[src/design/scm_pkg.sv]
package scm_pkg;

  localparam int COORD_BITS = 32;
  localparam int FRAC_BITS  = 16;

  // Coordinate differences, projected offsets and magnitudes.
  localparam int DIFF_W = COORD_BITS + 1;
  localparam int ERR_W  = COORD_BITS + 3;
  localparam int MAG_W  = COORD_BITS + 2;
  localparam int HALF_W = MAG_W / 2;

  // Sums of squares, accumulator, roots and the divider remainder.
  localparam int SQ_W   = 2 * MAG_W + 2;
  localparam int ACC_W  = SQ_W + 2;
  localparam int ROOT_W = SQ_W / 2;
  localparam int SEG_W  = 2 * COORD_BITS + 2;
  localparam int DIV_W  = SEG_W + 1;
  localparam int T_W    = 32;

  localparam int RADIUS_W = 21;
  localparam int SEP_W    = 32;
  localparam int CLR_W    = 32;
  localparam int OSEP_W   = 31;

  localparam logic [SEG_W-1:0] EPS_RAW =
    SEG_W'(((64'd1 << (2 * FRAC_BITS)) + 64'd50000) / 64'd100000);
  localparam logic [RADIUS_W-1:0] RADIUS_RESET =
    RADIUS_W'(((64'd15 << FRAC_BITS) + 64'd50) / 64'd100);
  localparam logic [SEP_W-1:0] SEP_RESET = '1;
  localparam logic signed [CLR_W-1:0] CLR_RESET = {1'b0, {(CLR_W-1){1'b1}}};

  typedef logic signed [DIFF_W-1:0] diff_t;

  // One classified item: the three difference vectors and its flags.
  typedef struct packed {
    diff_t dx;
    diff_t dy;
    diff_t dz;
    diff_t wx;
    diff_t wy;
    diff_t wz;
    diff_t vx;
    diff_t vy;
    diff_t vz;
    logic  present;
    logic  last;
  } item_t;

endpackage

[src/design/scm_front.sv]
module scm_front (
  input  logic signed [31:0] keeper_x,
  input  logic signed [31:0] keeper_y,
  input  logic signed [31:0] keeper_z,
  input  logic signed [31:0] target_x,
  input  logic signed [31:0] target_y,
  input  logic signed [31:0] target_z,
  input  logic signed [31:0] obstacle_x,
  input  logic signed [31:0] obstacle_y,
  input  logic signed [31:0] obstacle_z,
  input  logic               obstacle_present,
  input  logic               frame_end,
  output scm_pkg::item_t     item
);
  import scm_pkg::*;

  function automatic diff_t sub_c(input logic signed [31:0] a, input logic signed [31:0] b);
    logic signed [COORD_BITS-1:0] ac;
    logic signed [COORD_BITS-1:0] bc;
    ac = a[COORD_BITS-1:0];
    bc = b[COORD_BITS-1:0];
    sub_c = DIFF_W'(ac) - DIFF_W'(bc);
  endfunction

  // Segment direction, obstacle relative to the target, keeper relative to the obstacle.
  always_comb begin
    item.dx      = sub_c(keeper_x, target_x);
    item.dy      = sub_c(keeper_y, target_y);
    item.dz      = sub_c(keeper_z, target_z);
    item.wx      = sub_c(obstacle_x, target_x);
    item.wy      = sub_c(obstacle_y, target_y);
    item.wz      = sub_c(obstacle_z, target_z);
    item.vx      = sub_c(keeper_x, obstacle_x);
    item.vy      = sub_c(keeper_y, obstacle_y);
    item.vz      = sub_c(keeper_z, obstacle_z);
    item.present = obstacle_present;
    item.last    = frame_end;
  end

endmodule

[config.mk]
export PLATFORM = sky130hd
export DESIGN_NAME = scm_front
export DESIGN_NICKNAME = d
export VERILOG_FILES = /design/src/design/scm_pkg.sv /design/src/design/scm_front.sv
export SDC_FILE = /design/constraint.sdc
export NUM_CORES = 1
export LEC_CHECK = 0
export ABC_AREA = 1
export BUFFER_PORTS_ARGS = -buffer_cell sky130_fd_sc_hd__buf_2
export CORE_MARGIN = 10
export CORE_UTILIZATION = 40
export DETAILED_ROUTE_END_ITERATION = 10
export PLACE_DENSITY_LB_ADDON = 0.25
export RECOVER_POWER = 50
export SYNTH_ARGS = -nofsm -noshare
export SYNTH_HDL_FRONTEND = slang
export SYNTH_SLANG_ARGS = --single-unit
[constraint.sdc]
create_clock -name vclk -period 3.69
set_input_delay 0.369 -clock vclk [all_inputs]
set_output_delay 0.369 -clock vclk [all_outputs]
set_load 0.005 [all_outputs]
=== Yosys cells after proc, flatten, opt, wreduce, memory -nomap -nowiden ===
Cells that the tools add are included.

* Add/subtract/negate cells: 9

{| class="wikitable"
|+ Operator list
! cell !! number
|-
| 32-bit by 32-bit subtractor with 33-bit output || 9
|}

* Register bits: 0
* Logic and storage cells: 9

=== Depth between registers and ports, before layout ===
Gate-level depths: netlist of run 1.

* Depth in word-level cells: 1
* Depth in mapped cells: 14

=== Worst setup path before layout of run 1 ===
OpenSTA, ideal clock, no wires.

* Path type: input -> output
* Start point: input keeper_z[0]
* End point: output item[34] (netlist bit)
* Arrival time: 1.716 ns
* Data required time: 3.321 ns
* Setup slack: 1.605 ns
* Stages: 14
* Cells stage by stage: inv_1 > ha_1 > fa_1 > inv_1 > nand2_1 > nand2_1 > nand3_1 > nand2_1 > nand2_1 > nand2_2 > nand2_1 > nand2_1 > nand2_1 > nand2_1

{| class="wikitable"
|+ RTL lines
! element !! line !! RTL
|-
| start: declaration || scm_front.sv:4 || <nowiki>input logic signed [31:0] keeper_z,</nowiki>
|-
| end: declaration || scm_front.sv:13 || <nowiki>output scm_pkg::item_t item</nowiki>
|}

==> impl_metrics.yaml, run 1 <==
setup_path:
  critPathSlowestCell: "fa_1"
  crit_family: "simple AND/OR/NAND/NOR gates"
  crit_fanout: 3
  worstSetupPathType: "in2out"
  endpoint_kind: "output pin"
  startpoint_type: "primary input"
  arrival_ns: 2.37
  crit_required_ns: 3.32
  crit_top_cell: "nand2_1"
  crit_path_cell_trace: "buf_2 -> inv_1 -> ha_1 -> fa_1 -> inv_1 -> nand2_1 -> nand2_1 -> nand3_1 -> nand2_1 -> nand2_1 -> nand2_2 -> nand2_1 -> nand2_1 -> nand2_1 -> nand2_1 -> buf_2"
  crit_buf_inv: 4
  cpPeakStageDelay_ns: 0.48
timing:
  max_slew_margin: 0.714
  setup-tns-final_ns: 0
  setup_ws_ns: 0.954
  hold_violations: 0
  setup_viol: 0
  whs_ns: 0.738
  period_share: 0.742
  rsz0062_at_grt: "no"
  worst_pin_slew_ns: 0.427
  fmaxAchievable_ghz: 0.365
  finalCriticalPeriod_ns: 2.74
  drv_slew: 0
placement:
  finalWeightedCongestion: 1.04
  dp_hpwl_um: 97400
  place_area_mm2: 0.0266
  preCtsSetupSlack_ns: 0.998
  dp.cells: 6254
  port_buffers: 585
power_and_ir_drop:
  pwr-share-clk: 0
  powerDensity_mw_per_mm2: 186
  p_total_mw: 4.92
  intPower_mw: 1.67
  vdd_drop_max_v: 0.0000964
  p_sw_frac: 0.661
  power.leakage_nw: 19.6
  combPwrFrac: 1.000
  p_switching_mw: 3.25
  p_seq_frac: 0
yosys:
  syn_nets: 5507
  netlist_area_mm2: 0.0228
  synth_cell_types: 21
  synth_warnings: 0
  syn_area_per_cell_um2: 4.63
  synthCells: 4920
  yosysSeqAreaShare: 0
finish:
  final_area_mm2: 0.0264
  nClkBuffers: 0
  layout_common_cells: "nand2_1 (2255), inv_1 (1323), buf_2 (462)"
  layout-drive-gt1-share: 0.0931
  finalNonFillerCells: 6263
  seq_area_um2: 0
  seq_cells: 0
  synthToLayoutAreaGrowth_pct: 16.0
  fin_util: 0.469
  final_common_cell: "nand2_1"
  layout.nets: 6087
status:
  status: "complete, no violations"
clock_tree:
  cts_resized: 0
  cts_hold_buf: 0
  cts_setup_buffers: 0
drt:
  antenna_left: 0
  drtIter0Drc: 2127
  vias: 29800
  via_per_inst: 4.77
  drc: 0
  post_drt_wl_per_cell_um: 16.8
  first_pass_iters: 6
  routed_wl_um: 105000
global_route:
  grt_max_degree: 8
  gr-total-overflow: 0
  grt_pass1_vias: 27400
  grt_pass1_wl_um: 154000
  track_usage: 0.294
  antenna_found_initial: 13
job:
  cap_violations: 0
die:
  die_area_mm2: 0.0669
  start_util: 0.404
  rows: 87
  die_h_um: 259
  die_w_um: 259
  io_pins: 589
  coreArea_mm2: 0.0564
hold_path:
  min_path_type: "in2out"
==> path summary, 6_finish.rpt <==
path                    startpoint       end  slack, ns  cells past startpoint
setup / recovery       keeper_y[0]  item[63]       0.95                     16
hold / removal    obstacle_present   item[1]       0.74                      0
==> kinds of logic (layout without fill, tap and decap cells) <==
group                      count (synthesis)  count (layout)  synth area share
and+or+nand+nor                         2955            2955             0.515
buffers and inverters                   1330            1908             0.220
adders and majority gates                297             297             0.166
AOI/OAI and AO/OA                        203             203            0.0472
xor gates and xnor gates                 135             135            0.0519
other                                      0               9                 0
==> synthesized netlist by cell type (all sizes together) <==
master,count,area share
buf,7,0.0025
ha,288,0.16
xor2,116,0.045
a21o,9,0.0030
nand2,2289,0.38
nand3,211,0.049
a21oi,185,0.041
nand4,36,0.0099
or2,10,0.0027
and2,18,0.0049
o21bai,9,0.0030
nor3,18,0.0040
inv,1323,0.22
nor2,373,0.062
xnor2,19,0.0073
fa,9,0.0079
==> power by group through the flow <==
| stage | Combinational, mW | Clock (mW) | Sequential (mW) |
|---|---|---|---|
| after floorplan | 2.90 | 0 | 0 |
| after global placement | 4.93 | 0 | 0 |
| after detailed placement | 4.93 | 0 | 0 |
| after CTS | 4.96 | 0 | 0 |
| after global routing | 5.45 | 0.000000291 | 0 |
| final | 4.92 | 0.000000329 | 0 |
==> final cells by class <==
type                       instances  area (µm²)
antenna                            9        22.5
fill                            6800       30000
inverter                        1323        4970
multi-input combinational       3590       17700
tap                              756         946
timing repair buffer             585        2770
==> metal layers <==
layer / part of all wire / GRT usage / vias up
li1: - / - / 15500
met1: 0.44 / 0.379 / 13200
met2: 0.46 / 0.510 / 1006
met3: 0.075 / 0.0374 / 112
met4: 0.025 / 0.0709 / 4
met5: 0.00013 / 0 / -
(Power assumes the default switching activity.)
==> inputs of run 2 (changes only) <==
==> constraint.sdc (replaced) <==
create_clock -name vclk -period 2.6
set_input_delay 0.26 -clock vclk [all_inputs]
set_output_delay 0.26 -clock vclk [all_outputs]
set_load 0.005 [all_outputs]
==> impl_metrics.yaml, run 2 (synthesis gave the netlist of run 1 again) <==
setup_path:
  crit_family: "simple AND/OR/NAND/NOR gates"
  crit_buf_inv: 4
  endpoint_kind: "output pin"
  crit_top_cell: "nand2_1"
  worstSetupPathType: "in2out"
  crit_path_cell_trace: "buf_2 -> inv_1 -> ha_1 -> fa_1 -> inv_1 -> nand2_1 -> nand2_1 -> nand3_1 -> nand2_2 -> nand2_1 -> nand2_2 -> nand2_1 -> nand2_1 -> nand2_1 -> nand2_1 -> buf_2"
  cpPeakStageDelay_ns: 0.42
  crit_fanout: 3
  crit_required_ns: 2.34
  arrival_ns: 2.17
  startpoint_type: "primary input"
  critPathSlowestCell: "fa_1"
power_and_ir_drop:
  p_sw_frac: 0.657
  p_seq_frac: 0
  vdd_drop_max_v: 0.000127
  pwr-share-clk: 0
  power.leakage_nw: 19.6
  combPwrFrac: 1.000
  p_switching_mw: 4.54
  powerDensity_mw_per_mm2: 261
  p_total_mw: 6.91
  intPower_mw: 2.37
placement:
  port_buffers: 585
  dp_hpwl_um: 93600
  preCtsSetupSlack_ns: 0.145
  place_area_mm2: 0.0266
  finalWeightedCongestion: 1.03
die:
  rows: 87
  coreArea_mm2: 0.0564
  die_area_mm2: 0.0669
  io_pins: 589
  start_util: 0.404
  die_h_um: 259
  die_w_um: 259
drt:
  routed_wl_um: 101000
  vias: 29700
  drc: 0
  drtIter0Drc: 2052
  post_drt_wl_per_cell_um: 16.2
  via_per_inst: 4.74
  first_pass_iters: 7
  antenna_left: 0
finish:
  final_common_cell: "nand2_1"
  nClkBuffers: 0
  layout-drive-gt1-share: 0.0944
  seq_cells: 0
  layout.nets: 6088
  fill_cells: 6738
  layout_common_cells: "nand2_1 (2253), inv_1 (1323), buf_2 (465)"
  synthToLayoutAreaGrowth_pct: 16.0
  seq_area_um2: 0
  final_area_mm2: 0.0264
  multi_input_area_mm2: 0.0177
timing:
  finalCriticalPeriod_ns: 2.43
  period_share: 0.933
  worst_pin_slew_ns: 0.475
  hold_violations: 0
  rsz0062_at_grt: "no"
  drv_slew: 0
  setup_viol: 0
  setup-tns-final_ns: 0
  fmaxAchievable_ghz: 0.412
  max_slew_margin: 0.683
  setup_ws_ns: 0.174
  whs_ns: 0.520
hold_path:
  min_path_type: "in2out"
global_route:
  grt_max_degree: 8
  gr-total-overflow: 0
  track_usage: 0.284
  grt_pass1_wl_um: 150000
  grt_pass1_vias: 27300
  antenna_found_initial: 10
job:
  cap_violations: 0
status:
  status: "complete, no violations"
## run 2: changes by cell type in the layout (fill, tap and decap cells not counted), moves of 2 or more
cell and change:
buf_2 +3, clkbuf_1 -3, nand2_2 +2, nand2_1 -2
## run 2: final cells by class
cell class / count / share of cell area
repair buffers: 586 / 0.105
diodes: 8 / 0.000757
inverters: 1323 / 0.188
well taps: 756 / 0.0358
multi-input cells: 3590 / 0.670
## run 2: power groups by stage
stage / Combinational, mW / Sequential, mW / Clock, mW
floorplan: 4.12 / 0 / 0
global placement: 6.91 / 0 / 0
detailed placement: 6.93 / 0 / 0
CTS: 6.95 / 0 / 0
global route: 7.69 / 0 / 0.000000361
finish: 6.91 / 0 / 0.000000414
## run 2: final timing paths
path / cells past startpoint / startpoint / endpoint
worst max-delay path: 16 / obstacle_x[0] / item[199]
worst min-delay path: 0 / obstacle_present / item[1]
## run 2: stage by stage
stage	util	std cells
6_report	0.469	6263
5_1_grt	0.469	6262
4_1_cts	0.472	6255
3_5_place_dp	0.472	6255
3_3_place_gp	0.472	6255
2_1_floorplan	-	4920
## run 2: timing repair
action | CTS | global route
setup buffers | 0 | 0
setup endpoints to repair | 0 | 4
hold buffers | 0 | 0
resized for setup | 0 | 1
## run 2: per-layer routing
metal	up-vias	global-route usage	part of all wire
li1	15500	-	-
met2	1052	0.495	0.46
met1	13000	0.362	0.42
met4	2	0.0761	0.030
met3	132	0.0368	0.085
met5	-	0	0.000069
