==> src/design/scm_pkg.sv <==
package scm_pkg;

  localparam int COORD_BITS = 32;
  localparam int FRAC_BITS  = 16;

  // Coordinate differences, projected offsets and magnitudes.
  localparam int DIFF_W = COORD_BITS + 1;
  localparam int ERR_W  = COORD_BITS + 3;
  localparam int MAG_W  = COORD_BITS + 2;
  localparam int HALF_W = MAG_W / 2;

  // Sums of squares, accumulator, roots and the divider remainder.
  localparam int SQ_W   = 2 * MAG_W + 2;
  localparam int ACC_W  = SQ_W + 2;
  localparam int ROOT_W = SQ_W / 2;
  localparam int SEG_W  = 2 * COORD_BITS + 2;
  localparam int DIV_W  = SEG_W + 1;
  localparam int T_W    = 32;

  localparam int RADIUS_W = 21;
  localparam int SEP_W    = 32;
  localparam int CLR_W    = 32;
  localparam int OSEP_W   = 31;

  localparam logic [SEG_W-1:0] EPS_RAW =
    SEG_W'(((64'd1 << (2 * FRAC_BITS)) + 64'd50000) / 64'd100000);
  localparam logic [RADIUS_W-1:0] RADIUS_RESET =
    RADIUS_W'(((64'd15 << FRAC_BITS) + 64'd50) / 64'd100);
  localparam logic [SEP_W-1:0] SEP_RESET = '1;
  localparam logic signed [CLR_W-1:0] CLR_RESET = {1'b0, {(CLR_W-1){1'b1}}};

  typedef logic signed [DIFF_W-1:0] diff_t;

  // One classified item: the three difference vectors and its flags.
  typedef struct packed {
    diff_t dx;
    diff_t dy;
    diff_t dz;
    diff_t wx;
    diff_t wy;
    diff_t wz;
    diff_t vx;
    diff_t vy;
    diff_t vz;
    logic  present;
    logic  last;
  } item_t;

endpackage

==> src/design/scm_fifo.sv <==
module scm_fifo #(
  parameter int DEPTH = 2
) (
  input  logic           clk,
  input  logic           rst_n,
  input  logic           push,
  input  scm_pkg::item_t push_item,
  input  logic           pop,
  output scm_pkg::item_t pop_item,
  output logic           full,
  output logic           empty
);
  import scm_pkg::*;

  localparam int AW = (DEPTH > 1) ? $clog2(DEPTH) : 1;
  localparam int CW = $clog2(DEPTH + 1);

  item_t         mem_r [DEPTH];
  logic [AW-1:0] wp_r;
  logic [AW-1:0] rp_r;
  logic [CW-1:0] cnt_r;

  assign full     = (cnt_r == CW'(DEPTH));
  assign empty    = (cnt_r == '0);
  assign pop_item = mem_r[rp_r];

  function automatic logic [AW-1:0] wrap(input logic [AW-1:0] p);
    wrap = (p == AW'(DEPTH - 1)) ? '0 : p + AW'(1);
  endfunction

  always_ff @(posedge clk) begin
    if (push) begin
      mem_r[wp_r] <= push_item;
    end
  end

  always_ff @(posedge clk) begin
    if (!rst_n) begin
      wp_r  <= '0;
      rp_r  <= '0;
      cnt_r <= '0;
    end else begin
      if (push) wp_r <= wrap(wp_r);
      if (pop)  rp_r <= wrap(rp_r);
      if (push && !pop) cnt_r <= cnt_r + CW'(1);
      else if (pop && !push) cnt_r <= cnt_r - CW'(1);
    end
  end

endmodule

==> config.mk <==
export PLATFORM = sky130hd
export DESIGN_NAME = scm_fifo
export DESIGN_NICKNAME = d
export VERILOG_FILES = /design/src/design/scm_pkg.sv /design/src/design/scm_fifo.sv
export SDC_FILE = /design/constraint.sdc
export NUM_CORES = 1
export LEC_CHECK = 0
export BUFFER_PORTS_ARGS = -buffer_cell sky130_fd_sc_hd__buf_4
export CORE_AREA = 2 2 236 238
export DETAILED_ROUTE_END_ITERATION = 7
export DIE_AREA = 0 0 238 240
export PLACE_DENSITY = 0.7
export SLEW_MARGIN = 15
export SYNTH_ARGS = -nofsm -noshare
export SYNTH_HDL_FRONTEND = slang
export SYNTH_SLANG_ARGS = --single-unit
==> constraint.sdc <==
create_clock -name clk -period 53.1 [get_ports clk]
set_input_delay 10.62 -clock clk [delete_from_list [all_inputs] [get_ports clk]]
set_output_delay 10.62 -clock clk [all_outputs]
set_load 0.005 [all_outputs]
# Yosys cells after proc, flatten, opt, wreduce, memory -nomap -nowiden
# Memory sizes are Yosys's and may differ from the RTL's. A register that Yosys moved wholly into a read port is not among the register bits.
# Index checks and enable logic that the tools add are counted.
[op_classes]
n_eq_ne = 1
n_mux = 8
add_sub_neg = 4
reduce_logical = 6
[op_table]
columns = ["cell", "count"]
rows = [
  ["1-bit 2-to-1 mux", 6],
  ["2-bit 2-to-1 mux", 2],
  ["1-bit adder, second input constant", 2],
  ["2-bit by 1-bit adder with 2-bit output, second input constant", 1],
  ["2-bit == test, second input constant", 1],
  ["1-bit logical AND", 2],
  ["1-bit zero test", 2],
  ["2-bit zero test", 1],
  ["2-bit nonzero test", 1],
  ["2-bit by 1-bit subtractor with 2-bit output, second input constant", 1],
]
[word_totals]
wordCells = 23
mem_bits_rw = 598
regBits = 4
mem_count = 1
[memory_table]
columns = ["memory", "words", "width", "rd", "rd_clocked_by_memory_dff", "wr", "line_no", "rtl"]
rows = [
  ["mem_r", 2, 299, 1, 1, 1, "scm_fifo.sv:18", "item_t mem_r [DEPTH];"],
]

# Depth between registers and ports, before layout
# Gate-level depths: netlist of the first run.
[depth]
ltp_word = 4
depth_mapped = 5

# Worst setup path before layout of the first run
# Ideal clock, no wire load.
[synth_path]
path_type = "in2reg"
start = "input port push"
end = "register wp_r"
setup_ps = 120
t_arrival_ps = 24461
setup_slack_ps = 28519
path_buffers = 0
cell_stages = 2
cell_sequence = "nor2b_1 > o21a_1"
[synth_rtl]
columns = ["item", "line_no", "rtl"]
rows = [
  ["start, declared", "scm_fifo.sv:6", "input logic push,"],
  ["end signal, assigned", "scm_fifo.sv:43", "if (push) wp_r <= wrap(wp_r);"],
  ["end, declared", "scm_fifo.sv:19", "logic [AW-1:0] wp_r;"],
]

==> flow_metrics.tcl, run 1 <==
set metrics [dict create \
    drc_errors 0 \
    start_util 0.413 \
    antenna_found_initial 3 \
    io_pins 604 \
    cts_htree_levels 2 \
    grt_pass1_vias 11949 \
    drv_cap 0 \
    postCtsSetupBuffers 0 \
    holdPathStages 2 \
    rsz0062_at_grt "no" \
    drive_gt1_frac 0.607 \
    chipWidth_um 238 \
    critPathMaxFanout 140 \
    drt_iter0_drc 569 \
    grt_pass1_wl_um 73200 \
    clk_latency_ps 600 \
    routed_wirelength_um 51800 \
    max_slew_margin 0.217 \
    fmax_ghz 0.0689 \
    final_util 0.543 \
    start_kind "flip-flop" \
    post-route-period-util 0.273 \
    hold_slack_ps 533 \
    slew_violations 0 \
    firstDrtPassIters 4 \
    criticalPathCategory "reg -> out" \
    hpwlAfterDp_um 36300 \
    endpoint_kind "primary output" \
    numCtsBuffers 60 \
    grt-ovfl-total 0 \
    postCtsResizedCells 0 \
    ant_nets 0 \
    clkSinkCount 603 \
    setup_tns_ps 0 \
    num-nets-final 1898 \
    syn_area_um2 22600 \
    fillers 4261 \
    p_leak_nw 11.5 \
    skew_ps 19.4 \
    syn_nets 1256 \
    die_area_um2 57100 \
    io_buffers 603 \
    ir_worst_vdd_mv 0.0347 \
    synth_top_flop_cell "edfxtp_1" \
    yosysWarnings 0 \
    hp-class "reg -> reg" \
    synth_cell_types 18 \
    syn_to_final_growth_pct 31.4 \
    cts_buffer_depth 3 \
    syn_inst 952 \
    post-route-min-period_ps 14510 \
    outcome "completed" \
    synth_edf_count 598 \
    ctsHoldBuffers 0 \
    die_h_um 240 \
    final_hold_viol_count 0 \
    track_usage 0.172 \
    synth_seq_cells 603 \
    core.rowCount 86 \
    vias 11315 \
    async_flop_share 0 \
    tightest_slew_ps 1170 \
    drt-vias-per-instance 4.81 \
    setup_violations 0 \
    grt_max_degree 154 \
    cts_tree "done" \
    power_density_nw_per_um2 36.7 \
    rr_worst_depth 3 \
    worstPathRequired_ps 42480 \
    yosysSeqAreaShare 0.799 \
    place_congestion 0.845 \
    cts-root-buf "clkbuf_16" \
    syn_avg_cell_area_um2 23.7 \
    path_clk_slew_ps 50 \
    coreArea_um2 54700 \
    wl_per_cell_um 22.0 \
    crit_arrival_ps 3890 \
]
stage by stage:
stage | setup WS [ps] | instance area [µm²] | instances | power (mW)
final | 38590 | 29700 | 2352 | 1.09
after global routing | 38410 | 29700 | 2351 | 1.13
after global placement | 39290 | 27800 | 2236 | 0.697
after floorplan | 28520 | 22600 | 952 | 0.637
after CTS | 38620 | 29700 | 2350 | 1.10
after detailed placement | 39280 | 27800 | 2236 | 0.700
metal layers:
| metal | track usage | up-vias | routed length, µm | share of wire |
|---|---|---|---|---|
| met5 | 0 | - | 13 | 0.00025 |
| met4 | 0.0574 | 2 | 1530 | 0.029 |
| met3 | 0.0635 | 89 | 4630 | 0.089 |
| met2 | 0.306 | 458 | 27200 | 0.52 |
| met1 | 0.192 | 5666 | 18500 | 0.36 |
| li1 | - | 5100 | - | - |
worst paths after layout:
kind	slack, ps	to	startpoint
worst min register to register	530	cnt_r[1]$_SDFFE_PN0P_	cnt_r[1]$_SDFFE_PN0P_
worst min-delay path	530	cnt_r[1]$_SDFFE_PN0P_	cnt_r[1]$_SDFFE_PN0P_
worst max-delay path	38590	pop_item[175]	flip-flop
worst max register to register	49930	mem_r[1][90]$_DFFE_PP_	wp_r$_SDFFE_PN0P_
synth_stat cells, drive strengths merged, types with 2 or more instances:
| library cell | instances | area share |
|---|---|---|
| edfxtp | 598 | 0.79 |
| mux2 | 299 | 0.18 |
| buf | 33 | 0.014 |
| dfxtp | 5 | 0.0044 |
| and2 | 4 | 0.0011 |
| nor2b | 3 | 0.00083 |
| xor2 | 2 | 0.00078 |
cell families (layout without fill, tap and decap cells):
family,Yosys count,after routing,synth area share
other cells,0,2,0
flops,603,603,0.799
fa+ha+maj,1,1,0.000554
compound gates,3,3,0.000886
mux,299,299,0.182
xor+xnor,3,3,0.00116
simple gates,9,9,0.00238
buf+inv,34,728,0.0138
layout by cell type, fill, tap and decap left out, drive strengths merged, types with 2 or more instances in the layout:
cell type,netlist,final
buf,33,613
edfxtp,598,598
mux2,299,299
clkbuf,0,81
clkinv,0,25
dfxtp,5,5
and2,4,4
clkinvlp,0,3
bufinv,0,3
nor2b,3,3
inv,1,3
diode,0,2
xor2,2,2
flip-flops by register name, indices dropped and copies added (netlist names), named ones only:
name	cells
wp_r	1
rp_r	1
cnt_r	2
mem_r	598
power breakdown:
part           switching (mW)  internal (mW)  leakage (nW)
clock network           0.172          0.229         0.913
logic                  0.0520         0.0762          4.88
registers             0.00792          0.551          5.65
area by class of cell:
type,instances,area (µm²),share of cell area
Antenna cell,2,5.00,0.000169
Clock buffer,81,1630,0.0549
Clock inverter,33,243,0.00817
Inverter,1,3.75,0.000126
Multi-Input combinational cell,315,4240,0.143
Sequential cell,603,18100,0.608
Tap cell,704,881,0.0297
Timing Repair Buffer,613,4630,0.156
worst max-delay path: stages (launching register included):
cell	delay, ps
dfxtp_4	820
buf_12	670
buf_4	950
mux2_4	360
buf_4	140
Note: power is estimated with default switching activity, not from simulation.
==> run 2: changes to the inputs <==
Clock period 53.1 ns to 13.7 ns, I/O delays scaled along.
==> flow_metrics.tcl, run 2 (same netlist as run 1, synthesis figures left out) <==
set metrics [dict create \
    drt_iter0_drc 648 \
    tightest_slew_ps 1240 \
    clkSinkCount 603 \
    io_buffers 603 \
    reg2reg_from "wp_r$_SDFFE_PN0P_" \
    worstPathRequired_ps 10960 \
    routed_wirelength_um 48700 \
    cp_top_family "flip-flops" \
    grt-ovfl-total 0 \
    wl_per_cell_um 20.7 \
    core.rowCount 86 \
    top_register "mem_r" \
    drt-vias-per-instance 4.75 \
    final_util 0.544 \
    final_common_cell "buf_4" \
    ctsHoldBuffers 0 \
    chipWidth_um 238 \
    criticalPathCategory "reg -> out" \
    largest_register_ffs 598 \
    hpwlAfterDp_um 32700 \
    place_congestion 0.783 \
    track_usage 0.161 \
    vias 11137 \
    drc_errors 0 \
    post-route-min-period_ps 5690 \
    start_util 0.413 \
    p_leak_nw 11.5 \
    setup_tns_ps 0 \
    syn_to_final_growth_pct 31.7 \
    cts-root-buf "clkbuf_16" \
    path_cells "buf_12 -> mux2_4 -> buf_4" \
    antenna_found_initial 1 \
    fin_ws_ps 8010 \
    outcome "completed" \
    slew_violations 0 \
    most-common-layout-cells "609 x buf_4, 598 x edfxtp_1, 200 x mux2_4" \
    worst-path-buf-inv 2 \
    post-route-period-util 0.415 \
    rsz0062_at_grt "no" \
    p_total_mw 4.27 \
    numCtsBuffers 61 \
    num-nets-final 1898 \
    dp_slack_ps 7890 \
    hp-class "reg -> reg" \
    grt_pass1_wl_um 69000 \
    min-delay-start "cnt_r[1]$_SDFFE_PN0P_" \
    firstDrtPassIters 6 \
    power_density_nw_per_um2 144 \
    clk_latency_ps 600 \
    max_slew_margin 0.176 \
    crit_slowest_cell "dfxtp_4" \
    cts_htree_levels 2 \
    coreArea_um2 54700 \
    ir_worst_vdd_mv 0.127 \
    critPathMaxStageDelay_ps 880 \
    postCtsResizedCells 0 \
    setup_violations 0 \
    final_hold_viol_count 0 \
    postCtsSetupBuffers 0 \
    endpoint_kind "primary output" \
    die_h_um 240 \
    io_pins 604 \
    drv_cap 0 \
    start_kind "flip-flop" \
    critPathMaxFanout 130 \
    grt_max_degree 167 \
    largestRegisters "mem_r: 598 flops, cnt_r: 2 flops" \
    path_clk_slew_ps 60 \
    drive_gt1_frac 0.607 \
    hold_slack_ps 513 \
    cts_tree "done" \
    grt_pass1_vias 11652 \
    crit_arrival_ps 2950 \
    ant_nets 0 \
    cts_buffer_depth 3 \
    die_area_um2 57100 \
    fmax_ghz 0.176 \
    skew_ps 25.8 \
]
==> run 2: changes by cell type in the layout (fill, tap and decap cells not counted), sizes merged <==
| cell | delta |
|---|---|
| bufinv | +3 |
| clkinv | -2 |
| diode | -1 |
| buf | -1 |
| clkbuf | -3 |
| clkinvlp | -1 |
==> run 2: power breakdown <==
group	switching [mW]	internal [mW]
Sequential	0.0280	2.14
Clock	0.664	0.948
Combinational	0.200	0.296
==> run 2: worst reg2reg max path, stage by stage, from the launching register on <==
cell	delay, ps
dfxtp_1	340
nor2b_4	120
buf_4	490
buf_4	800
buf_4	1040
==> run 2: final timing paths <==
kind	cells past startpoint	end	slack [ps]
min reg2reg	2	cnt_r[1]$_SDFFE_PN0P_	510
max	3	pop_item[246]	8010
min	2	cnt_r[1]$_SDFFE_PN0P_	510
max reg2reg	4	mem_r[0][262]$_DFFE_PP_	10430
==> run 2: cell type report <==
type                    count  area, µm²
inverters                   1       3.75
well taps                 704        881
diodes                      1       2.50
clock inverters            33        310
multi-input cells         315       4240
repair buffers            612       4630
fillers                  4237      24900
clock buffers              78       1630
flip-flops and latches    603      18100
==> run 2: stage by stage <==
step                      std cells  instance area (µm²)
after floorplan                 952                22600
after global placement         2235                27800
after detailed placement       2235                27800
after CTS                      2346                29800
after global routing           2347                29800
final                          2347                29800
==> run 2: layer usage <==
| metal | GRT usage | routed length [µm] | vias to the layer above |
|---|---|---|---|
| met3 | 0.0524 | 3840 | 99 |
| met2 | 0.288 | 25600 | 377 |
| li1 | - | - | 5083 |
| met1 | 0.174 | 17600 | 5578 |
| met5 | 0 | 0 | - |
| met4 | 0.0691 | 1710 | 0 |
