**config.mk**
```make
export PLATFORM = sky130hd
export DESIGN_NAME = scm_back
export DESIGN_NICKNAME = d
export VERILOG_FILES = /design/src/design/scm_pkg.sv /design/src/design/scm_back.sv
export SDC_FILE = /design/constraint.sdc
export NUM_CORES = 2
export LEC_CHECK = 0
export ABC_AREA = 1
export BUFFER_PORTS_ARGS = -buffer_cell sky130_fd_sc_hd__clkbuf_2
export CORE_AREA = 4 4 452 454
export CTS_BUF_LIST = sky130_fd_sc_hd__clkbuf_16
export CTS_CLUSTER_DIAMETER = 50
export CTS_CLUSTER_SIZE = 30
export DETAILED_ROUTE_END_ITERATION = 8
export DIE_AREA = 0 0 456 458
export PLACE_DENSITY = 0.62
export SLEW_MARGIN = 20
export SYNTH_ARGS = -nofsm -noshare
export SYNTH_HDL_FRONTEND = slang
export SYNTH_SLANG_ARGS = --single-unit
```
**constraint.sdc**
```tcl
create_clock -name clk -period 18.7 [get_ports clk]
set_input_delay 0.935 -clock clk [delete_from_list [all_inputs] [get_ports clk]]
set_output_delay 0.935 -clock clk [all_outputs]
set_load 0.005 [all_outputs]
```
**src/design/scm_pkg.sv**
```systemverilog
package scm_pkg;

  localparam int COORD_BITS = 32;
  localparam int FRAC_BITS  = 16;

  // Coordinate differences, projected offsets and magnitudes.
  localparam int DIFF_W = COORD_BITS + 1;
  localparam int ERR_W  = COORD_BITS + 3;
  localparam int MAG_W  = COORD_BITS + 2;
  localparam int HALF_W = MAG_W / 2;

  // Sums of squares, accumulator, roots and the divider remainder.
  localparam int SQ_W   = 2 * MAG_W + 2;
  localparam int ACC_W  = SQ_W + 2;
  localparam int ROOT_W = SQ_W / 2;
  localparam int SEG_W  = 2 * COORD_BITS + 2;
  localparam int DIV_W  = SEG_W + 1;
  localparam int T_W    = 32;

  localparam int RADIUS_W = 21;
  localparam int SEP_W    = 32;
  localparam int CLR_W    = 32;
  localparam int OSEP_W   = 31;

  localparam logic [SEG_W-1:0] EPS_RAW =
    SEG_W'(((64'd1 << (2 * FRAC_BITS)) + 64'd50000) / 64'd100000);
  localparam logic [RADIUS_W-1:0] RADIUS_RESET =
    RADIUS_W'(((64'd15 << FRAC_BITS) + 64'd50) / 64'd100);
  localparam logic [SEP_W-1:0] SEP_RESET = '1;
  localparam logic signed [CLR_W-1:0] CLR_RESET = {1'b0, {(CLR_W-1){1'b1}}};

  typedef logic signed [DIFF_W-1:0] diff_t;

  // One classified item: the three difference vectors and its flags.
  typedef struct packed {
    diff_t dx;
    diff_t dy;
    diff_t dz;
    diff_t wx;
    diff_t wy;
    diff_t wz;
    diff_t vx;
    diff_t vy;
    diff_t vz;
    logic  present;
    logic  last;
  } item_t;

endpackage

```
**src/design/scm_back.sv**
```systemverilog
module scm_back (
  input  logic                             clk,
  input  logic                             rst_n,
  input  logic                             q_empty,
  input  scm_pkg::item_t                   q_item,
  output logic                             q_pop,
  input  logic                             cfg_we,
  input  logic [scm_pkg::RADIUS_W-1:0]     cfg_data,
  output logic                             out_valid,
  input  logic                             out_stall,
  output logic [scm_pkg::OSEP_W-1:0]       out_min_separation,
  output logic signed [scm_pkg::CLR_W-1:0] out_min_clearance
);
  import scm_pkg::*;

  localparam logic [2:0] ST_IDLE   = 3'd0;
  localparam logic [2:0] ST_MUL    = 3'd1;
  localparam logic [2:0] ST_POST   = 3'd2;
  localparam logic [2:0] ST_SQRT   = 3'd3;
  localparam logic [2:0] ST_SQDONE = 3'd4;
  localparam logic [2:0] ST_DIV    = 3'd5;
  localparam logic [2:0] ST_FIN    = 3'd6;

  localparam logic [2:0] OP_SEG = 3'd0;
  localparam logic [2:0] OP_KO  = 3'd1;
  localparam logic [2:0] OP_DOT = 3'd2;
  localparam logic [2:0] OP_OFF = 3'd3;
  localparam logic [2:0] OP_EE  = 3'd4;

  localparam int SC_W = ROOT_W + 2;
  localparam logic [5:0] SQ_LAST  = 6'(ROOT_W - 1);
  localparam logic [5:0] DIV_LAST = 6'(T_W - 1);

  logic [2:0]                state_r;
  logic [2:0]                op_r;
  logic [1:0]                idx_r;
  logic                      half_r;
  logic [5:0]                cnt_r;
  item_t                     it_r;
  logic signed [ACC_W-1:0]   acc_r;
  logic [SEG_W-1:0]          seg_r;
  logic [SEP_W-1:0]          kt_r;
  logic signed [ERR_W-1:0]   e_r [3];
  logic [SQ_W-1:0]           sqv_r;
  logic [ROOT_W+1:0]         rem_r;
  logic [ROOT_W-1:0]         root_r;
  logic [DIV_W-1:0]          div_r;
  logic [T_W-1:0]            t_r;
  logic [RADIUS_W-1:0]       radius_r;
  logic [SEP_W-1:0]          sep_r;
  logic signed [CLR_W-1:0]   clr_r;
  logic                      out_valid_r;
  logic [OSEP_W-1:0]         osep_r;
  logic signed [CLR_W-1:0]   oclr_r;

  function automatic logic [MAG_W-1:0] mag_d(input diff_t v);
    logic signed [MAG_W-1:0] x;
    x = MAG_W'(v);
    mag_d = (x < 0) ? -x : x;
  endfunction

  function automatic logic [MAG_W-1:0] mag_e(input logic signed [ERR_W-1:0] v);
    logic signed [ERR_W-1:0] x;
    x = (v < 0) ? -v : v;
    mag_e = x[MAG_W-1:0];
  endfunction

  // Operand selection for the shared multiply-accumulate.
  diff_t                   d_sel, w_sel, v_sel;
  logic signed [ERR_W-1:0] e_sel;
  logic [MAG_W-1:0]        a_op, b_op;
  logic                    neg_op;
  logic [HALF_W-1:0]       b_half;
  logic [MAG_W+HALF_W-1:0] pp;
  logic [ACC_W-1:0]        contrib;
  logic signed [ACC_W-1:0] acc_nxt;

  always_comb begin
    case (idx_r)
      2'd0:    begin d_sel = it_r.dx; w_sel = it_r.wx; v_sel = it_r.vx; end
      2'd1:    begin d_sel = it_r.dy; w_sel = it_r.wy; v_sel = it_r.vy; end
      default: begin d_sel = it_r.dz; w_sel = it_r.wz; v_sel = it_r.vz; end
    endcase
    e_sel  = e_r[idx_r];
    neg_op = 1'b0;
    case (op_r)
      OP_SEG:  begin a_op = mag_d(d_sel); b_op = a_op; end
      OP_KO:   begin a_op = mag_d(v_sel); b_op = a_op; end
      OP_DOT:  begin
        a_op   = mag_d(w_sel);
        b_op   = mag_d(d_sel);
        neg_op = w_sel[DIFF_W-1] ^ d_sel[DIFF_W-1];
      end
      OP_OFF:  begin a_op = mag_d(d_sel); b_op = MAG_W'(t_r); end
      OP_EE:   begin a_op = mag_e(e_sel); b_op = a_op; end
      default: begin a_op = '0; b_op = '0; end
    endcase
    b_half  = half_r ? b_op[MAG_W-1:HALF_W] : b_op[HALF_W-1:0];
    pp      = a_op * b_half;
    contrib = half_r ? (ACC_W'(pp) << HALF_W) : ACC_W'(pp);
    acc_nxt = neg_op ? acc_r - $signed(contrib) : acc_r + $signed(contrib);
  end

  // One root bit per cycle.
  logic [ROOT_W+3:0] sq_rem2, sq_trial;
  logic              sq_ge;
  logic [ROOT_W+1:0] rem_nxt;
  logic [ROOT_W-1:0] root_nxt;

  always_comb begin
    sq_rem2  = {rem_r, sqv_r[SQ_W-1:SQ_W-2]};
    sq_trial = (ROOT_W+4)'({root_r, 2'b01});
    sq_ge    = (sq_rem2 >= sq_trial);
    rem_nxt  = sq_ge ? (ROOT_W+2)'(sq_rem2 - sq_trial) : (ROOT_W+2)'(sq_rem2);
    root_nxt = {root_r[ROOT_W-2:0], sq_ge};
  end

  // One quotient bit per cycle.
  logic [DIV_W:0]   dv_sh;
  logic             dv_ge;
  logic [DIV_W-1:0] div_nxt;

  always_comb begin
    dv_sh   = {div_r, 1'b0};
    dv_ge   = (dv_sh >= (DIV_W+1)'(seg_r));
    div_nxt = dv_ge ? DIV_W'(dv_sh - (DIV_W+1)'(seg_r)) : DIV_W'(dv_sh);
  end

  // Rounded projected offset and the residual it leaves.
  logic [ACC_W-1:0]        off_rnd;
  logic signed [ERR_W-1:0] off_v, w_ext, e_nxt;

  always_comb begin
    off_rnd = $unsigned(acc_r) + (ACC_W'(1) << (T_W - 1));
    off_v   = $signed(off_rnd[T_W+ERR_W-1:T_W]);
    w_ext   = ERR_W'(w_sel);
    e_nxt   = d_sel[DIFF_W-1] ? w_ext + off_v : w_ext - off_v;
  end

  // Scores and saturated distances.
  logic [SEP_W-1:0]        root_sat;
  logic signed [SC_W-1:0]  ee_score;
  logic signed [CLR_W-1:0] ee_cand, kt_cand;
  logic                    emit_ok;

  always_comb begin
    root_sat = (|root_r[ROOT_W-1:SEP_W]) ? SEP_RESET : root_r[SEP_W-1:0];
    ee_score = $signed(SC_W'(root_r)) - $signed(SC_W'(radius_r));
    ee_cand  = (ee_score > SC_W'(CLR_RESET)) ? CLR_RESET : ee_score[CLR_W-1:0];
    kt_cand  = kt_r[SEP_W-1] ? CLR_RESET : $signed({1'b0, kt_r[SEP_W-2:0]});
    emit_ok  = !out_valid_r || !out_stall;
  end

  assign q_pop              = (state_r == ST_IDLE) && !q_empty;
  assign out_valid          = out_valid_r;
  assign out_min_separation = osep_r;
  assign out_min_clearance  = oclr_r;

  always_ff @(posedge clk) begin
    if (!rst_n) begin
      state_r     <= ST_IDLE;
      out_valid_r <= 1'b0;
      radius_r    <= RADIUS_RESET;
      sep_r       <= SEP_RESET;
      clr_r       <= CLR_RESET;
    end else begin
      if (cfg_we) radius_r <= cfg_data;
      if (out_valid_r && !out_stall && !(state_r == ST_FIN && it_r.last)) begin
        out_valid_r <= 1'b0;
      end
      case (state_r)
        ST_IDLE: begin
          if (!q_empty) begin
            it_r    <= q_item;
            op_r    <= OP_SEG;
            idx_r   <= 2'd0;
            half_r  <= 1'b0;
            acc_r   <= '0;
            state_r <= ST_MUL;
          end
        end
        ST_MUL: begin
          acc_r <= acc_nxt;
          if (!half_r) begin
            half_r <= 1'b1;
          end else begin
            half_r <= 1'b0;
            if (op_r == OP_OFF || idx_r == 2'd2) state_r <= ST_POST;
            else idx_r <= idx_r + 2'd1;
          end
        end
        ST_POST: begin
          case (op_r)
            OP_DOT: begin
              if (acc_r <= 0) begin
                e_r[0]  <= ERR_W'(it_r.wx);
                e_r[1]  <= ERR_W'(it_r.wy);
                e_r[2]  <= ERR_W'(it_r.wz);
                op_r    <= OP_EE;
                idx_r   <= 2'd0;
                acc_r   <= '0;
                state_r <= ST_MUL;
              end else if (acc_r >= $signed(ACC_W'(seg_r))) begin
                e_r[0]  <= ERR_W'(it_r.wx) - ERR_W'(it_r.dx);
                e_r[1]  <= ERR_W'(it_r.wy) - ERR_W'(it_r.dy);
                e_r[2]  <= ERR_W'(it_r.wz) - ERR_W'(it_r.dz);
                op_r    <= OP_EE;
                idx_r   <= 2'd0;
                acc_r   <= '0;
                state_r <= ST_MUL;
              end else begin
                div_r   <= acc_r[DIV_W-1:0];
                t_r     <= '0;
                cnt_r   <= '0;
                state_r <= ST_DIV;
              end
            end
            OP_OFF: begin
              e_r[idx_r] <= e_nxt;
              acc_r      <= '0;
              state_r    <= ST_MUL;
              if (idx_r == 2'd2) begin
                op_r  <= OP_EE;
                idx_r <= 2'd0;
              end else begin
                idx_r <= idx_r + 2'd1;
              end
            end
            default: begin
              if (op_r == OP_SEG) seg_r <= acc_r[SEG_W-1:0];
              sqv_r   <= acc_r[SQ_W-1:0];
              rem_r   <= '0;
              root_r  <= '0;
              cnt_r   <= '0;
              state_r <= ST_SQRT;
            end
          endcase
        end
        ST_SQRT: begin
          sqv_r  <= sqv_r << 2;
          rem_r  <= rem_nxt;
          root_r <= root_nxt;
          cnt_r  <= cnt_r + 6'd1;
          if (cnt_r == SQ_LAST) state_r <= ST_SQDONE;
        end
        ST_SQDONE: begin
          case (op_r)
            OP_SEG: begin
              kt_r <= root_sat;
              if (root_sat < sep_r) sep_r <= root_sat;
              if (it_r.present) begin
                op_r    <= OP_KO;
                idx_r   <= 2'd0;
                acc_r   <= '0;
                state_r <= ST_MUL;
              end else begin
                state_r <= ST_FIN;
              end
            end
            OP_KO: begin
              if (root_sat < sep_r) sep_r <= root_sat;
              if (seg_r < EPS_RAW) begin
                if (kt_cand < clr_r) clr_r <= kt_cand;
                state_r <= ST_FIN;
              end else begin
                op_r    <= OP_DOT;
                idx_r   <= 2'd0;
                acc_r   <= '0;
                state_r <= ST_MUL;
              end
            end
            default: begin
              if (ee_cand < clr_r) clr_r <= ee_cand;
              state_r <= ST_FIN;
            end
          endcase
        end
        ST_DIV: begin
          div_r <= div_nxt;
          t_r   <= {t_r[T_W-2:0], dv_ge};
          cnt_r <= cnt_r + 6'd1;
          if (cnt_r == DIV_LAST) begin
            op_r    <= OP_OFF;
            idx_r   <= 2'd0;
            acc_r   <= '0;
            state_r <= ST_MUL;
          end
        end
        ST_FIN: begin
          if (!it_r.last) begin
            state_r <= ST_IDLE;
          end else if (emit_ok) begin
            out_valid_r <= 1'b1;
            osep_r      <= sep_r[SEP_W-1] ? '1 : sep_r[OSEP_W-1:0];
            oclr_r      <= clr_r;
            sep_r       <= SEP_RESET;
            clr_r       <= CLR_RESET;
            state_r     <= ST_IDLE;
          end
        end
        default: state_r <= ST_IDLE;
      endcase
    end
  end

  a_sqrt_count: assert property (@(posedge clk) disable iff (!rst_n)
    (state_r == ST_SQRT) |-> (cnt_r <= SQ_LAST))
    else $error("root iteration count overran");

  a_div_count: assert property (@(posedge clk) disable iff (!rst_n)
    (state_r == ST_DIV) |-> (cnt_r <= DIV_LAST) && (op_r == OP_DOT))
    else $error("divider ran outside the projection step");

  a_frame_reset: assert property (@(posedge clk) disable iff (!rst_n)
    (state_r == ST_FIN && it_r.last && emit_ok) |=>
      (sep_r == SEP_RESET) && (clr_r == CLR_RESET) && out_valid_r)
    else $error("minima not returned to reset after frame result");

endmodule
```
# After elaboration in Yosys (flattened, before gate mapping)
# Memory sizes are Yosys's and may differ from the RTL's. A register that Yosys moved wholly into a read port is not among the register bits.
# Index checks and enable logic that the tools add are counted.
# totals
ff_bits	874
mem_bits_rw	105
in_bits	325
out_inout_bits	65
elab_cells	274
n_memories	1
# op_classes
n_addsub	17
n_mul	1
n_lt_le_gt_ge	13
eq_ne	42
muxes	123
bitwise_logic	6
reduce_logical	41
# mem_list
name	words	width	read_ports	rd_ports_with_merged_regs	wr	line_no	source
e_r	3	35	1	1	3	scm_back.sv:43	logic signed [ERR_W-1:0] e_r [3];
# ops
op	n
2-to-1 mux 72 bit	7
2-to-1 mux 32 bit	14
one-hot mux 72 bit (5 select lines)	1
one-hot mux 72 bit (2 select lines)	2
one-hot mux 34 bit (4 select lines)	2
2-to-1 mux 67 bit	4
one-hot mux 32 bit (2 select lines)	4
2-to-1 mux 35 bit	6
one-hot mux 33 bit (2 select lines)	3
one-hot mux 70 bit (2 select lines)	1
2-to-1 mux 34 bit	4
one-hot mux 67 bit (2 select lines)	1
negation 33 -> 34 bit	3
subtractor 33 x 33 -> 34 bit	3
less-than comparator 33 x 1 -> 1 bit (second input constant)	3
less-than comparator 32 bit	3
2-to-1 mux 37 bit	2
one-hot mux 37 bit (2 select lines)	1
adder 72 x 69 -> 72 bit	1
greater-or-equal comparator 72 x 67 -> 1 bit	1
less-or-equal comparator 72 x 1 -> 1 bit (second input constant)	1
subtractor 72 x 69 -> 72 bit	1
2-to-1 mux 70 bit	1
one-hot mux 35 bit (2 select lines)	1
61 further kinds	173

# Longest topological paths before layout
# logic_depth
ltp_word	11
mapped_depth	80
depth_no_buf	77

# Worst setup path before layout
# OpenSTA, ideal clock, no wires.
# synth_path
path_type	input-to-reg
startpoint	input rst_n
endpoint	register it_r[0] in the netlist's numbering, enable pin
setup_ps	965
arrival_ps	13742
required_ps	17735
slack_ps	3993
path_stages	3
path_buffers	1
cell_sequence	clkinv_1 -> buf_1 -> nor2_1
# synth_between
elab_chain_cells	1
# synth_rtl
element	line_no	source
start: declaration	scm_back.sv:3	input logic rst_n,
AND reduction 3 bit (no source line)	n/a	
end signal: assignment	scm_back.sv:174	it_r <= q_item;
end: declaration	scm_back.sv:39	item_t it_r;
# No other way between the ends.
# A chain may end at the register's enable or synchronous reset.

# Worst setup path in the final report
# layout_path
startpoint	register idx_r[1]
endpoint	register acc_r[71] (data pin)
# layout_between
elab_chain_cells	11
word_cells_on_any_way	25
cone_classes	5 x add/sub; 1 x mul; 3 x order compare; 1 x eq/ne; 13 x mux; 1 x bitwise; 1 x reduce/logical
# layout_rtl
element	line_no	source
start: declaration	scm_back.sv:36	logic [1:0] idx_r;
start signal: assignment	scm_back.sv:189	else idx_r <= idx_r + 2'd1;
start signal: assignment	scm_back.sv:226	idx_r <= idx_r + 2'd1;
equality test 2 x 1 -> 1 bit or logical NOT 2 bit (tied branches)	scm_back.sv:79	case (idx_r)
one-hot mux 33 bit (2 select lines)	scm_back.sv:79	
negation 33 -> 34 bit or less-than comparator 33 x 1 -> 1 bit (tied branches)	scm_back.sv:59	mag_d = (x < 0) ? -x : x;
2-to-1 mux 34 bit	scm_back.sv:59	
one-hot mux 34 bit (4 select lines)	scm_back.sv:86	case (op_r)
2-to-1 mux 17 bit	scm_back.sv:98	b_half = half_r ? b_op[MAG_W-1:HALF_W] : b_op[HALF_W-1:0];
multiplier 34 x 17 -> 51 bit	scm_back.sv:99	pp = a_op * b_half;
2-to-1 mux 68 bit	scm_back.sv:100	contrib = half_r ? (ACC_W'(pp) << HALF_W) : ACC_W'(pp);
adder 72 x 69 -> 72 bit or subtractor 72 x 69 -> 72 bit (tied branches)	scm_back.sv:101	acc_nxt = neg_op ? acc_r - $signed(contrib) : acc_r + $signed(contrib);
2-to-1 mux 72 bit *	scm_back.sv:101	
one-hot mux 72 bit (5 select lines) *	scm_back.sv:171	case (state_r)
end signal: assignment	scm_back.sv:183	acc_r <= acc_nxt;
end: declaration	scm_back.sv:40	logic signed [ACC_W-1:0] acc_r;
# Every way passes the cells marked *; elsewhere a longest branch is shown, timed or not.

==> results by group <==
Status
  – Outcome: finished clean

Detailed routing
  – Initial DRT Pass Iterations: 6
  – Via-to-Cell Ratio: 5.675
  – DR iter-0 viols: 7924
  – Routed WL: 325900 um
  – Wirelength per Cell: 22.41 um
  – Post-route ant nets: 0
  – Via Count: 82510
  – DRC errors left: 0

Timing
  – Slew Limit Fails: 0
  – Headroom to the max-slew limit: 22.53%
  – RSZ-0062 raised after global routing: no
  – Max Freq: 60.28 MHz
  – Final Critical Period: 16.59 ns
  – Final period util: 88.72%
  – Setup TNS: 0 ns
  – Final setup vio count: 0
  – Layout Skew: 0.1026 ns
  – Least-Margin Pin Slew: 1.150 ns
  – Fin. Hold Viols: 0

Cells and area
  – ANT cells: 0
  – Layout cells sized above 1: 7.826%
  – Nets@finish: 13220
  – Most common library cell in the layout ignoring fill and taps: nand2_1
  – Syn-to-layout area delta: 9.631%
  – Most frequent cells in the layout: 2188 x nand2_1, 1944 x inv_1, 1083 x nor2_1

Placement
  – RePlAce Congestion: 1.012
  – I/O Buffers: 389
  – DPL Wire Length: 264500 um

Die
  – Initial Utilization: 45.84%
  – Die area: 208800 um^2
  – Top-Level Pins: 390
  – Row count: approximately 160
  – Core area: 199700 um^2
  – Chip Height: 458 um
  – Die Wd: 456 um

Synth
  – Mapped Cells: 11540
  – Post-synth top area share: between 30% and 40%
  – Cell variety after synth: 79
  – Yosys top cell by area: edfxtp_1
  – Post-synthesis cell area: 91530 um^2
  – Main flop type after synthesis: edfxtp_1
  – EDFF count, synth: 925
  – Post-synth net total: 12970
  – Syn_area_per_cell: 7.935 um^2
  – Synth top area cells: edfxtp_1 30%, fa_1 11%, nand2_1 9.0%
  – Synth Register Bits: about 1000
  – Part of the Yosys area used for sequential elements: 32.34%
  – Async S/R FF share, synth: 0%
  – YS warnings: 0

Clock tree
  – Clock slew at reported path FFs: about 0.080 ns
  – H-tree depth: 3
  – Num CTS Buffers: 115
  – CTS sink cnt: just over 1000
  – CTS tree: done
  – Postcts setup bufs: 0
  – Post-CTS sizing: 0
  – Clock root buffer: clkbuf_16
  – CTS Buffer Depth: 3
  – Hold Buf Count CTS: 0
  – Later-pin clock latency in the skew report: approximately 0.81 ns

GRT
  – Antenna violations before repair: 1
  – Largest net degree at the start of global routing: 161
  – Vias in the first global route: 81160
  – First-pass GRT wire length: 489900 um
  – Gr usage total: 30.30%
  – Grt ovf: 0

Critical path
  – Buf+Inv Stages, Crit Path: 13
  – Critical Path Fanout Max: 43
  – Crit path max-delay family: adder cells
  – Setup crit end kind: flip-flop
  – WP data arrival: roughly 17 ns
  – Startpoint types: flip-flop
  – Critical path type: reg -> reg
  – Cell with the most instances on the worst path: inv_1
  – Critical Path RT: between 15 and 20 ns
  – Largest stage delay, worst path: 0.89 ns
  – Slowest cell on the critical path: inv_1

Worst hold path
  – Hold crit path type: in -> reg

Run
  – Maxcap violations: 0
-- worst paths after layout --
kind	startpoint	endpoint	slack, ns	cells past startpoint
hold reg to reg	clr_r[28]$_SDFFE_PN1P_	out_min_clearance[28]$_DFFE_PP_	0.46	0
setup reg to reg	idx_r[1]$_DFFE_PP_	acc_r[71]$_SDFFCE_PN0P_	2.11	55
setup / recovery	idx_r[1]$_DFFE_PP_	acc_r[71]$_SDFFCE_PN0P_	2.11	55
hold / removal	q_item[165]	it_r[165]$_DFFE_PP_	0.29	1
-- cells by family (layout without fill, tap and decap cells) --
logic type | Yosys count | count (layout) | share of synthesized area, %
buffers and inverters | 2353 | 2702 | 10.04
AOI/OAI and AO/OA | 2534 | 2534 | 15.72
DFF | 1016 | 1016 | 32.34
adders and majority gates | 1112 | 1112 | 19.19
xor gates and xnor gates | 425 | 425 | 4.067
and+or+nand+nor | 4095 | 4095 | 18.65
-- state kept, by name, summed over array words and instances, names as in the netlist, named ones only --
register / flops
root_r: 35
half_r: 1
cnt_r: 6
state_r: 3
clr_r: 32
rem_r: 37
sqv_r: 70
idx_r: 2
kt_r: 32
t_r: 32
radius_r: 21
op_r: 3
out_min_clearance: 32
out_min_separation: 31
e_r: 140
out_valid: 1
div_r: 67
acc_r: 72
seg_r: 66
sep_r: 32
it_r: 299
-- per-layer routing --
layer  vias up  part of all wire, %  wire [um]  GRT usage (%)
met5         -                    0          0              0
met4         0                  4.5      14790          12.06
met3       640                  7.7      25120          4.615
met2      3422                   46     149700          49.43
met1     39640                   42     136300          40.47
li1      38810                    -          -              -
-- Yosys cell counts, drive strengths merged, types with 15 or more instances --
cell,instances
nand4,129
a21oi,983
a221oi,15
o21bai,26
nand3,373
xor2,252
a22o,27
edfxtp,925
ha,626
xnor2,173
nor3,125
clkbuf,200
nor2,1121
o2111ai,32
o21ai,937
fa,486
a21boi,26
dfxtp,91
o21a,64
o22ai,67
nor4,74
o221ai,15
inv,1982
or2,32
o211ai,120
nand2,2206
a21o,25
a31oi,107
a22oi,21
buf,159
-- worst register-to-register path, delay by kind of cell, from the launching register on --
family	cells	cell delay [ns]
xor+xnor	4	0.82
buf+inv	13	3.88
compound gates	14	3.66
simple gates	15	3.44
flops	1	0.39
fa+ha+maj	9	4.08
-- per-stage QoR --
| stage | util (%) | hold slack (ns) | cell area, um^2 | cells | setup WS [ns] |
|---|---|---|---|---|---|
| 6_report | 50.26 | 0.2921 | 100300 | 14540 | 2.110 |
| 5_1_grt | 50.26 | 0.2574 | 100300 | 14540 | 1.169 |
| 4_1_cts | 50.26 | 0.2350 | 100300 | 14540 | 2.307 |
| 3_5_place_dp | 48.10 | 0.4427 | 96040 | 14320 | 2.438 |
| 3_3_place_gp | 48.08 | 0.4472 | 96000 | 14320 | 2.588 |
| 2_1_floorplan | - | 0.4305 | 91530 | 11540 | 3.993 |
-- layout make-up --
cell class | count | area [um^2]
inverter | 1994 | 7493
clock buffer | 116 | 2903
multi-input combinational | 8166 | 52900
sequential | 1016 | 29600
tap | 2656 | 3323
clock inverter | 104 | 1406
timing repair buffer | 488 | 2723
fill | 19270 | 99310
Power is not shown: default switching activity piles up to over one toggle a cycle in this logic, so the estimate is an artifact.
